File: src/design/sem_pkg.sv
// ----------------------------------------------------------------------------
// Sobel edge magnitude package
// Shared types and constants for the gradient magnitude block.
// ----------------------------------------------------------------------------
`default_nettype none

package sem_pkg;

  localparam int DATA_W     = 8;
  localparam int GRAD_W     = 11;
  localparam int SUM_W      = 21;
  localparam int MAX_HEIGHT = 4096;
  localparam int HCFG_W     = 13;
  localparam int WCFG_W     = 11;
  localparam int CCFG_W     = 3;
  localparam int CFG_IDX_W  = 2;

  localparam logic [CFG_IDX_W-1:0] CFG_WIDTH  = 2'd0;
  localparam logic [CFG_IDX_W-1:0] CFG_HEIGHT = 2'd1;
  localparam logic [CFG_IDX_W-1:0] CFG_CHAN   = 2'd2;

  localparam logic FUNC_PIXEL = 1'b0;
  localparam logic FUNC_DRAIN = 1'b1;

  localparam logic [SUM_W-1:0] SAT_LIMIT = 21'd65025;

  typedef enum logic [7:0] {
    S_IDLE   = 8'b0000_0001,
    S_WAIT   = 8'b0000_0010,
    S_DECIDE = 8'b0000_0100,
    S_READ   = 8'b0000_1000,
    S_ACC    = 8'b0001_0000,
    S_SQ     = 8'b0010_0000,
    S_MAG    = 8'b0100_0000,
    S_OUT    = 8'b1000_0000
  } state_t;

  typedef struct packed {
    logic busy;
    logic done;
  } mag_stat_t;

endpackage

`default_nettype wire

File: src/design/sem_mag.sv
// ----------------------------------------------------------------------------
// Gradient magnitude unit
// Squares and sums the two gradients, then takes a saturated integer root
// one result bit per cycle.
// ----------------------------------------------------------------------------
`default_nettype none

module sem_mag (
  input  wire logic                              clk,
  input  wire logic                              rst_n,
  input  wire logic                              start,
  input  wire logic signed [sem_pkg::GRAD_W-1:0] gx,
  input  wire logic signed [sem_pkg::GRAD_W-1:0] gy,
  output sem_pkg::mag_stat_t                     stat,
  output logic             [sem_pkg::DATA_W-1:0] mag
);
  import sem_pkg::*;

  localparam int AB_W = GRAD_W - 1;

  logic              busy_r, done_r, sum_ph_r;
  logic [AB_W-1:0]   ax, ay, ay_r;
  logic [2*AB_W-1:0] sqx_r;
  logic [SUM_W-1:0]  s_r;
  logic [DATA_W-1:0] res_r, bit_r, trial;
  logic [2*DATA_W-1:0] trial_sq;

  always_comb begin
    ax       = gx[GRAD_W-1] ? AB_W'(-gx) : AB_W'(gx);
    ay       = gy[GRAD_W-1] ? AB_W'(-gy) : AB_W'(gy);
    trial    = res_r | bit_r;
    trial_sq = trial * trial;
  end

  always_ff @(posedge clk) begin
    if (!rst_n) begin
      busy_r   <= 1'b0;
      done_r   <= 1'b0;
      sum_ph_r <= 1'b0;
    end else begin
      done_r <= 1'b0;
      if (start) begin
        busy_r   <= 1'b1;
        sum_ph_r <= 1'b1;
        sqx_r    <= ax * ax;
        ay_r     <= ay;
      end else if (busy_r && sum_ph_r) begin
        sum_ph_r <= 1'b0;
        s_r      <= SUM_W'(sqx_r) + SUM_W'(ay_r) * SUM_W'(ay_r);
        res_r    <= '0;
        bit_r    <= {1'b1, {(DATA_W-1){1'b0}}};
      end else if (busy_r) begin
        if (s_r >= SAT_LIMIT) begin
          res_r  <= '1;
          busy_r <= 1'b0;
          done_r <= 1'b1;
        end else begin
          if (SUM_W'(trial_sq) <= s_r) begin
            res_r <= trial;
          end
          bit_r <= bit_r >> 1;
          if (bit_r[0]) begin
            busy_r <= 1'b0;
            done_r <= 1'b1;
          end
        end
      end
    end
  end

  assign stat = '{busy: busy_r, done: done_r};
  assign mag  = res_r;

endmodule

`default_nettype wire
File: config.mk
export PLATFORM = sky130hd
export DESIGN_NAME = sem_mag
export DESIGN_NICKNAME = d
export VERILOG_FILES = /design/src/design/sem_pkg.sv /design/src/design/sem_mag.sv
export SDC_FILE = /design/constraint.sdc
export NUM_CORES = 1
export LEC_CHECK = 0
export ABC_AREA = 1
export BUFFER_PORTS_ARGS = -buffer_cell sky130_fd_sc_hd__buf_2
export CAP_MARGIN = 20
export CORE_ASPECT_RATIO = 0.8
export CORE_UTILIZATION = 35
export CTS_CLUSTER_SIZE = 30
export DETAILED_ROUTE_END_ITERATION = 10
export GPL_TIMING_DRIVEN = 0
export SETUP_SLACK_MARGIN = 0.2
export SKIP_LAST_GASP = 1
export SLEW_MARGIN = 30
export SYNTH_ARGS = -nofsm -noshare
export SYNTH_HDL_FRONTEND = slang
export SYNTH_SLANG_ARGS = --single-unit
File: constraint.sdc
create_clock -name clk -period 6.6 [get_ports clk]
set_input_delay 1.32 -clock clk [delete_from_list [all_inputs] [get_ports clk]]
set_output_delay 1.32 -clock clk [all_outputs]
set_load 0.01 [all_outputs]
---- After elaboration in Yosys (flattened, before gate mapping) ----
Index checks and enable logic that the tools add are counted.
Widths: inputs -> output; s select.
storage, ports and cells
  flip-flop bits (word level) ............. 70
  input bits .............................. 25
  output and inout port bits .............. 10
  logic and storage cells ................. 47
operators by class
  add/sub/neg operators ................... 3
  multipliers ............................. 3
  $lt $le $gt $ge ......................... 2
  eq/ne operators ......................... 2
  muxes and demuxes ....................... 16
  bitwise operators ....................... 4
  reductions and logical operators ........ 9
operators by type and width
  cell                  count
  $mul 10x10->20        2
  $mux 8                5
  $add 20x20->21        1
  $ge 21x16->1 const B  1
  $le 16x21->1          1
  $mux 10               2
  $neg 10->10           2
  $mul 8x8->16          1
  $mux 1                9
  $or 8x8->8            1
  $reduce_and 4->1      2
  $ne 2x2->1 const B    2
  $reduce_bool 2->1     2
  $reduce_or 4->1       1
  $not 1->1             3
  $reduce_and 3->1      1
  $reduce_bool 3->1     1
  $reduce_and 2->1      1
  $logic_and 1x1->1     1

---- Longest topological paths before layout ----
Gate-level depths: netlist (run 1).
  depth after elaboration ................. 6
  gate-level depth with buffers ........... 28
  depth with buffers taken out ............ 28

---- Least setup slack after synthesis (run 1) ----
OpenSTA, ideal clock, no wires.
  kind .................................... input -> register
  start point ............................. in gx[0] in the netlist's numbering
  end point ............................... reg sqx_r[17] (data pin)
  library setup time ...................... 252 ps
  arrival ................................. 6,099 ps
  path slack .............................. 249 ps
  cell stages on the path ................. 24
  path buffers ............................ 0
  cells stage by stage .................... inv_2 -> ha_1 -> nand2_4 -> inv_1 -> nand4_1 -> nand2_1 -> nand2_1 -> nand2_1 -> inv_1 -> nor2_1 -> inv_1 -> fa_1 -> fa_1 -> fa_1 -> inv_1 -> fa_1 -> fa_1 -> ha_1 -> a21o_1 -> a21boi_0 -> o221a_2 -> nand2_1 -> nand2_1 -> nand2_1
between the ends
  longest elaborated chain between the ends .. 3
RTL lines
  element                 RTL line       text
  start: declaration      sem_mag.sv:12  input wire logic signed [sem_pkg::GRAD_W-1:0] gx,
  $neg 10->10             sem_mag.sv:29  ax = gx[GRAD_W-1] ? AB_W'(-gx) : AB_W'(gx);
  $mux 10 (*)             sem_mag.sv:29
  $mul 10x10->20 (*)      sem_mag.sv:45  sqx_r <= ax * ax;
  end signal: assignment  sem_mag.sv:45
  end: declaration        sem_mag.sv:23  logic [2*AB_W-1:0] sqx_r;
Mark *: on every way between the ends. The rest lies on a longest branch, timed or not.
A chain may end at the register's enable or synchronous reset.

---- Worst setup path after layout (run 1) ----
  start point ............................. in gx[0] in the netlist's numbering
  end point ............................... reg sqx_r[19] (data pin)
The elaborated chain is that of the path after synthesis.

==> impl_metrics.toml, run 1 <==
[critical_path]
slowest_delay_ps = 560
start_kind = "input pin"
cp.depth = 26
path_buf_inv = 7
critPathKind = "input pin to flip-flop"
path_max_fanout = 10
cp_slowest_cell = "fa_1"
cp_top_family = "adder cells"
cp_common_cell = "fa_1"
arrival_ps = 6240
reg2reg_depth = 21
critPathRequiredTime_ps = 6700
end_kind = "flip-flop"

[placement]
postPlaceCellArea_um2 = 11650
gp_congestion = 0.8512
hpwl_um = 19110
port-buffer-count = 34

[power]
irDropWorstVdd_uv = 335.3
static-leakage-power_nw = 6.438
p_per_area_nw_per_um2 = 493.4

[sta]
rsz0062_at_grt = "yes"
hold_viol_final = 0
slew_violations = 0
setup_viol = 0
fin_tns_setup_ps = 0
fin_crit_ps = 6138
min_period_over_period_pct = 93.01
fin_skew_ps = 11.12
worst_pin_slew_ps = 814.6
fmax_mhz = 162.9
max_slew_margin_pct = 45.69

[detailed_routing]
postRouteAntennaNets = 0
via_count = 8108
wl_um = 22280
first_pass_iters = 4
drcViolationCount = 0
wl_per_cell_um = 12.58
initialDrtViolationCount = 356
routed_via_density = 4.578

[cts]
cts-root-buf = "clkbuf_16"
h-tree-depth = 3
clkTransAtPathRegs_ps = 60
cts_hold_buf = 0
clk_path_buf_depth = 2
cts_tree = "yes"
cts_sinks = 69
clock_latency_ps = 350
cts_buffers = 9

[yosys]
synth_cells = 1303
syn_area_um2 = 10940
yosysTopAreaCell = "fa_1"
synth_flop_cell = "edfxtp_1"
synth_edf_count = 66
synth_area_leaders = "fa_1, edfxtp_1, ha_1"
synth_cell_type_count = 49
ys.warnings.count = 0
post_synth.cell_area_avg_um2 = 8.399
synth_top_area_share_pct = 24.88
ys_seq_area_share_pct = 18.66
yosys_register_bits = 69
syn_nets = 1608
synth-async-reset-ratio_pct = 0

[die]
start_util_pct = 35.85
die_w_um = 199.7
io_pins = 35
rows = 57
dieHeight_um = 160.2
core_um2 = 30520
die-area_um2 = 31980

[layout]
layout-drive-gt1-share_pct = 10.46
num-nets-final = 1658
final_area_um2 = 12220
layout_commonest_cell = "inv_1"
n_fill_cell = 3112
final_cell_mix = "inv_1, nand2_1, ha_1, fa_1, nor2_1"
synthToLayoutAreaGrowth_pct = 11.65
diodes = 0

[global_routing]
grt_pass1_vias = 8320
busiest_layer = "met2"
grt_util_all_layers_pct = 15.19
grt_pass1_wl_um = 39260
grt_max_degree = 30
antenna_found_initial = 0
grt_use_met3_pct = 2.619
grt_remaining_overflow = 0
use_met1_pct = 21.72
use_met2_pct = 24.13

[min_path]
hold_depth = 2
hp-class = "flip-flop to flip-flop"

[job]
maxCapViolCount = 0

[outcome]
status = "complete, no violations"
-- per-stage QoR --
step | power (mW) | setup WS (ps) | std cells | utilization [%] | hold WS, ps
6_report | 6.029 | 461.5 | 1771 | 40.03 | 510.9
5_1_grt | 6.747 | 176.0 | 1771 | 40.03 | 540.8
4_1_cts | 5.930 | 210.5 | 1769 | 39.38 | 510.4
3_5_place_dp | 5.320 | -560.5 | 1752 | 38.17 | 494.9
3_3_place_gp | 5.277 | -507.5 | 1750 | 38.10 | 472.2
2_1_floorplan | 4.312 | 249.1 | 1303 | - | 455.1
-- kinds of logic (layout without fill, tap and decap cells) --
| logic type | after synthesis | after routing | synth area share, % |
|---|---|---|---|
| and+or+nand+nor | 399 | 399 | 15.56 |
| buffers and inverters | 363 | 418 | 12.59 |
| adders and majority gates | 280 | 280 | 41.34 |
| AOI/OAI and AO/OA | 126 | 126 | 6.642 |
| DFF | 69 | 69 | 18.66 |
| xor gates and xnor gates | 63 | 63 | 5.042 |
| other | 2 | 2 | 0.06862 |
| muxes | 1 | 1 | 0.1029 |
-- synthesized netlist by cell type, types with 2 or more instances --
library cell  instances
o21bai_1              4
fa_1                136
nand3b_1              2
a21boi_0              2
a21oi_1              51
a31oi_1               3
xnor2_1              24
nand2_1             197
a21o_1               13
xor2_1               39
nor3_1               12
clkbuf_1             14
nand4_1              13
nor2_1              111
inv_1               333
inv_2                11
o21ai_1               7
o21ai_0              32
o211ai_1              2
dfxtp_1               3
ha_1                144
nand3_1              30
nor4_1                5
and3_1                2
nand2_2              10
o21ai_2               2
a221oi_1              2
buf_4                 4
o21a_1                2
nor2_2                5
nand2_4               2
conb_1                2
edfxtp_1             66
or2_2                 3
-- where the power goes --
group	total, mW	internal (mW)	switching [mW]	leakage, nW
Clock	0.498	0.294	0.203	0.148
Sequential	0.829	0.795	0.0338	0.607
Combinational	4.70	1.83	2.87	5.68
Total	6.03	2.92	3.11	6.44
-- layout make-up --
class	count	area [um^2]	area share [%]
buffer	19	90.09	0.7373
multi-input combinational	871	7762	63.53
tap	413	516.7	4.229
timing repair buffer	39	210.2	1.720
clock inverter	7	73.82	0.6041
inverter	344	1299	10.63
sequential	69	2042	16.71
clock buffer	9	225.2	1.843
-- what timing repair did --
action,CTS,global route
resized for setup,20,43
gates cloned,0,0
pin swaps,1,5
setup endpoints to repair,18,18
setup buffers,1,2
-- state kept, by name, indices dropped and copies added, names as in the netlist --
signal,count
s_r,21
sqx_r,19
ay_r,10
bit_r,8
mag,8
busy_r,1
done_r,1
sum_ph_r,1
-- tightest hold or removal path, stage by stage (launching register included) --
cell	delay, ps
dfxtp_1	330
a21oi_1	70
nor2_1	80
-- layer usage --
metal / routed length (um) / share of wire [%] / up-vias
met5: 0 / 0 / -
met4: 168 / 0.75 / 0
met3: 696 / 3.1 / 13
met2: 10180 / 46 / 103
met1: 11240 / 50 / 3873
li1: - / - / 4119
-- final timing paths --
| path | slack [ps] | to | startpoint |
|---|---|---|---|
| max | 460 | sqx_r[19] | gx[0] |
| min | 510 | sum_ph_r | sum_ph_r |
| max reg2reg | 560 | mag[1] | bit_r[6] |
| min reg2reg | 510 | sum_ph_r | sum_ph_r |
No activity file was read; power rests on OpenSTA's default activity.
==> run 2, diff against run 1 <==
--- a/config.mk
+++ b/config.mk
@@ -8,11 +8,11 @@
 export ABC_AREA = 1
 export BUFFER_PORTS_ARGS = -buffer_cell sky130_fd_sc_hd__buf_2
 export CAP_MARGIN = 20
-export CORE_ASPECT_RATIO = 0.8
 export CORE_UTILIZATION = 35
 export CTS_CLUSTER_SIZE = 30
 export DETAILED_ROUTE_END_ITERATION = 10
 export GPL_TIMING_DRIVEN = 0
+export PLACE_DENSITY_LB_ADDON = 0.12
 export SETUP_SLACK_MARGIN = 0.2
 export SKIP_LAST_GASP = 1
 export SLEW_MARGIN = 30
==> constraint.sdc (replaced) <==
create_clock -name clk -period 6.15 [get_ports clk]
set_input_delay 1.23 -clock clk [delete_from_list [all_inputs] [get_ports clk]]
set_output_delay 1.23 -clock clk [all_outputs]
set_load 0.01 [all_outputs]
==> impl_metrics.toml, run 2 (same netlist as run 1, synthesis figures left out) <==
[power]
total_power_mw = 7.007
static-leakage-power_nw = 6.642
p_sw_mw = 3.519
combPwrFrac_pct = 79.5
clock_power_share_pct = 7.7
netSwitchingFraction_pct = 50.22
internal_power_mw = 3.488
power_frac_seq_pct = 12.8
p_per_area_nw_per_um2 = 543.4
irDropWorstVdd_uv = 389.3

[min_path]
hold_depth = 2
holdPathEnd = "done_r"
min-delay-start = "busy_r"
hp-class = "flip-flop to flip-flop"

[layout]
layout_commonest_cell = "inv_1"
reg_top3 = "s_r x21, sqx_r x19, ay_r x10"
diodes = 0
top_register = "s_r"
finalNonFillerCells = 1790
largest_reg_flops = 21
synthToLayoutAreaGrowth_pct = 17.83
final_cell_mix = "inv_1, nand2_1, fa_1, ha_1, nor2_1"
num-nets-final = 1694
layout-drive-gt1-share_pct = 16.36

[critical_path]
path_max_fanout = 8
path_cells = "buf_8 > clkinv_8 > ha_4 > nand2_4 > o21ai_4 > xor2_2 > inv_4 > nor2_4 > fa_1 > fa_1 > inv_2 > fa_1 > inv_1 > fa_1 > fa_2 > ha_4 > a21o_4 > a31oi_4 > o21ai_4 > a21oi_2 > nand2_2 > xnor2_2"
r2r_setup_slack_ps = 500
critPathKind = "input pin to flip-flop"
path_buf_inv = 5
reg2reg_from = "bit_r[3]"
cp_slowest_cell = "fa_1"
cp_top_family = "adder cells"
reg2reg_depth = 25
start_kind = "input pin"
arrival_ps = 5910
cp.depth = 22
cp_common_cell = "fa_1"
worstReg2RegEnd = "mag[1]"
end_kind = "flip-flop"
critPathRequiredTime_ps = 6240
slowest_delay_ps = 520

[cts]
clock_latency_ps = 340
cts_sinks = 69
cts_hold_buf = 0
cts-root-buf = "clkbuf_16"
cts_buffers = 9
clk_path_buf_depth = 2
clkTransAtPathRegs_ps = 70
h-tree-depth = 3
cts_tree = "yes"

[sta]
fmax_mhz = 172.0
setup_viol = 0
hold_viol_final = 0
fin_skew_ps = 12.07
rsz0062_at_grt = "yes"
fin_tns_setup_ps = 0
worst_pin_slew_ps = 778.3
max_slew_margin_pct = 48.11
hold_ws_ps = 495.5
slew_violations = 0
fin_crit_ps = 5815
min_period_over_period_pct = 94.55
fin_ws_ps = 335.3

[die]
rows = 64
io_pins = 35
start_util_pct = 35.68
die_w_um = 178.8
core_um2 = 30670
dieHeight_um = 178.8
die-area_um2 = 31980

[global_routing]
use_met2_pct = 29.42
busiest_layer = "met2"
grt_use_met3_pct = 1.993
use_met1_pct = 20.73
antenna_found_initial = 0
grt_remaining_overflow = 0
grt_pass1_vias = 8561
grt_max_degree = 30
grt_util_all_layers_pct = 16.25
grt_pass1_wl_um = 40950

[job]
maxCapViolCount = 0

[placement]
port-buffer-count = 34
gp_congestion = 0.8096
placedCellCount = 1735
hpwl_um = 20180
post-place-ws_ps = -666.8

[detailed_routing]
drcViolationCount = 0
postRouteAntennaNets = 0
initialDrtViolationCount = 335
via_count = 8134
routed_via_density = 4.544
wl_um = 24130
first_pass_iters = 5
wl_per_cell_um = 13.48

[outcome]
status = "complete, no violations"
## run 2: timing repair
action,CTS,global route
buffers inserted,14,23
gates cloned,0,2
setup endpoints to repair,21,20
pin swaps,21,67
gates resized for setup,63,82
## run 2: final cells by class
cell class,instances,area (um^2)
repair buffers,73,501.7
clock buffers,9,225.2
clock inverters,7,83.83
fillers,3138,17770
inverters,344,1326
well taps,396,495.5
plain buffers,19,96.34
multi-input cells,873,8125
flip-flops and latches,69,2042
## run 2: metal layers
metal / vias up / wire [um]
met5: - / 0
met4: 0 / 289
met3: 17 / 397
met2: 66 / 12040
met1: 3854 / 11400
li1: 4197 / -
## run 2: worst max path at each step
stage / from / to / slack (ps)
after floorplan: gx[1] / sqx_r[19] / 240
after CTS: bit_r[2] / mag[0] / 200
after detailed placement: gx[0] / sqx_r[19] / -670
after global routing: gx[1] / sqx_r[19] / 120
after global placement: gx[0] / sqx_r[19] / -690
final: gx[0] / sqx_r[19] / 340
## run 2: tightest hold or removal path, cell delays in order (launching register included)
cell and delay, ps:
dfxtp_1 330, nand4_1 90, inv_1 40
## run 2: per-stage QoR
step	area, um^2	utilization (%)
after floorplan	11000	-
after global placement	11660	38.03
after detailed placement	11680	38.10
after CTS	12380	40.37
after global routing	12900	42.05
final	12900	42.05
## run 2: power by group through the flow
| stage | Sequential (mW) | Combinational [mW] | Clock (mW) |
|---|---|---|---|
| 3_5_place_dp | 0.910 | 4.92 | 0 |
| 6_report | 0.895 | 5.57 | 0.539 |
| 3_3_place_gp | 0.910 | 4.92 | 0 |
| 4_1_cts | 0.900 | 5.18 | 0.553 |
| 2_1_floorplan | 0.882 | 3.82 | 0 |
| 5_1_grt | 0.903 | 6.40 | 0.571 |
==> run 3, diff against run 2 <==
--- a/config.mk
+++ b/config.mk
@@ -13,7 +13,7 @@
 export DETAILED_ROUTE_END_ITERATION = 10
 export GPL_TIMING_DRIVEN = 0
 export PLACE_DENSITY_LB_ADDON = 0.12
-export SETUP_SLACK_MARGIN = 0.2
+export SETUP_SLACK_MARGIN = 0.4
 export SKIP_LAST_GASP = 1
 export SLEW_MARGIN = 30
 export SYNTH_ARGS = -nofsm -noshare
==> impl_metrics.toml, run 3 (same netlist as run 1, synthesis figures left out) <==
[global_routing]
grt_pass1_vias = 8579
antenna_found_initial = 0
grt_pass1_wl_um = 41120
grt_remaining_overflow = 0
grt_util_all_layers_pct = 16.45
grt_max_degree = 30

[placement]
hpwl_um = 20310
postPlaceCellArea_um2 = 11790
port-buffer-count = 34
placedCellCount = 1735
gp_congestion = 0.8228

[layout]
finalNonFillerCells = 1802
synthToLayoutAreaGrowth_pct = 19.50
layout-drive-gt1-share_pct = 18.14
layout_commonest_cell = "inv_1"
diodes = 0
reg_top3 = "s_r x21, sqx_r x19, ay_r x10"
num-nets-final = 1706
largest_reg_flops = 21
final_cell_mix = "inv_1, nand2_1, fa_1, ha_1, nor2_1"
top_register = "s_r"
final_area_um2 = 13080

[die]
start_util_pct = 35.68
rows = 64
die_w_um = 178.8
die-area_um2 = 31980
core_um2 = 30670
io_pins = 35
dieHeight_um = 178.8

[power]
p_per_area_nw_per_um2 = 539.7
static-leakage-power_nw = 6.735
power_frac_seq_pct = 12.7
internal_power_mw = 3.523
irDropWorstVdd_uv = 421.0
netSwitchingFraction_pct = 50.08
p_sw_mw = 3.535
combPwrFrac_pct = 79.0
clock_power_share_pct = 8.3

[sta]
worst_pin_slew_ps = 859.6
hold_viol_final = 0
min_period_over_period_pct = 94.62
setup_viol = 0
hold_ws_ps = 496.8
fin_skew_ps = 12.43
fin_tns_setup_ps = 0
fmax_mhz = 171.8
slew_violations = 0
fin_crit_ps = 5819
max_slew_margin_pct = 42.69
rsz0062_at_grt = "yes"

[critical_path]
path_cells = "buf_8 > nor3_4 > nand2_2 > nor2_4 > nand3_2 > nand3b_1 > nand2_4 > inv_8 > nor2_2 > fa_1 > buf_4 > fa_1 > inv_1 > fa_2 > inv_1 > fa_1 > ha_4 > ha_4 > a21o_1 > a31oi_2 > o21ai_2 > a21oi_1 > nand2_1 > xnor2_1"
critPathRequiredTime_ps = 6240
worstReg2RegEnd = "mag[1]"
critPathKind = "input pin to flip-flop"
start_kind = "input pin"
end_kind = "flip-flop"
reg2reg_depth = 23
slowest_delay_ps = 540
arrival_ps = 5910
cp_common_cell = "fa_1"
cp_top_family = "adder cells"
r2r_setup_slack_ps = 650
path_buf_inv = 5
cp_slowest_cell = "fa_1"
path_max_fanout = 5
reg2reg_from = "bit_r[3]"

[detailed_routing]
first_pass_iters = 6
routed_via_density = 4.572
drcViolationCount = 0
m1WireLength_um = 11380
wl_met2_um = 12480
route.met3.wl_um = 540
postRouteAntennaNets = 0
via_count = 8239
wl_um = 24620
initialDrtViolationCount = 336
wl_per_cell_um = 13.66
topRoutingLayerUsed = "met4"

[cts]
cts-root-buf = "clkbuf_16"
cts_buffers = 9
clk_path_buf_depth = 2
clkTransAtPathRegs_ps = 60
cts_sinks = 69
clock_latency_ps = 350
cts_hold_buf = 0
h-tree-depth = 3
cts_tree = "yes"

[min_path]
min-delay-start = "sum_ph_r"
holdPathEnd = "sum_ph_r"
hold_depth = 2
hp-class = "flip-flop to flip-flop"

[outcome]
status = "complete, no violations"

[job]
maxCapViolCount = 0
-- run 3: cell count changes in the layout (fill, tap and decap cells not counted), sizes merged --
cell,previous run,this run
inv,344,348
clkinv,5,0
nor2,119,117
bufinv,1,2
buf,78,92
-- run 3: cell type report --
type	instances	area, um^2
clock inverters	7	105.1
repair buffers	87	619.3
multi-input cells	871	8159
clock buffers	9	225.2
flip-flops and latches	69	2042
plain buffers	19	96.34
inverters	344	1336
well taps	396	495.5
fillers	3090	17590
-- run 3: power by group through the flow --
| stage | registers, mW | logic [mW] | clock network, mW |
|---|---|---|---|
| 2_1_floorplan | 0.882 | 3.90 | 0 |
| 3_3_place_gp | 0.907 | 5.00 | 0 |
| 3_5_place_dp | 0.907 | 5.02 | 0 |
| 4_1_cts | 0.898 | 5.33 | 0.598 |
| 5_1_grt | 0.901 | 6.42 | 0.617 |
| 6_report | 0.894 | 5.58 | 0.586 |
-- run 3: timing repair --
action | 4_1_cts | 5_1_grt
gates resized for setup | 77 | 67
pin swaps | 39 | 66
setup endpoints to repair | 21 | 20
buffers inserted | 24 | 27
-- run 3: worst max path at each step --
stage	from	cells past startpoint	end
after floorplan	gx[1]	23	sqx_r[19]
after global routing	gx[1]	25	sqx_r[19]
after CTS	gx[0]	26	sqx_r[15]
after global placement	gx[0]	22	sqx_r[19]
final	gx[1]	24	sqx_r[19]
after detailed placement	gx[0]	25	sqx_r[19]
-- run 3: tightest hold or removal path, stage by stage, from the launching register on --
cell	delay, ps
dfxtp_1	330
a21oi_1	60
nor2_1	70
-- run 3: routing by layer --
metal	up-vias	GRT usage, %
li1	4208	-
met1	3932	20.95
met2	84	30.10
met3	15	1.845
met4	0	2.542
met5	-	0
-- run 3: metrics by stage --
step                      utilization, %  setup WS (ps)  total power, mW
after detailed placement           38.45         -429.8            5.923
final                              42.64          330.9            7.058
after CTS                          41.16          381.8            6.829
after global routing               42.64          118.2            7.939
after global placement             38.39         -401.9            5.907
after floorplan                        -          343.3            4.783
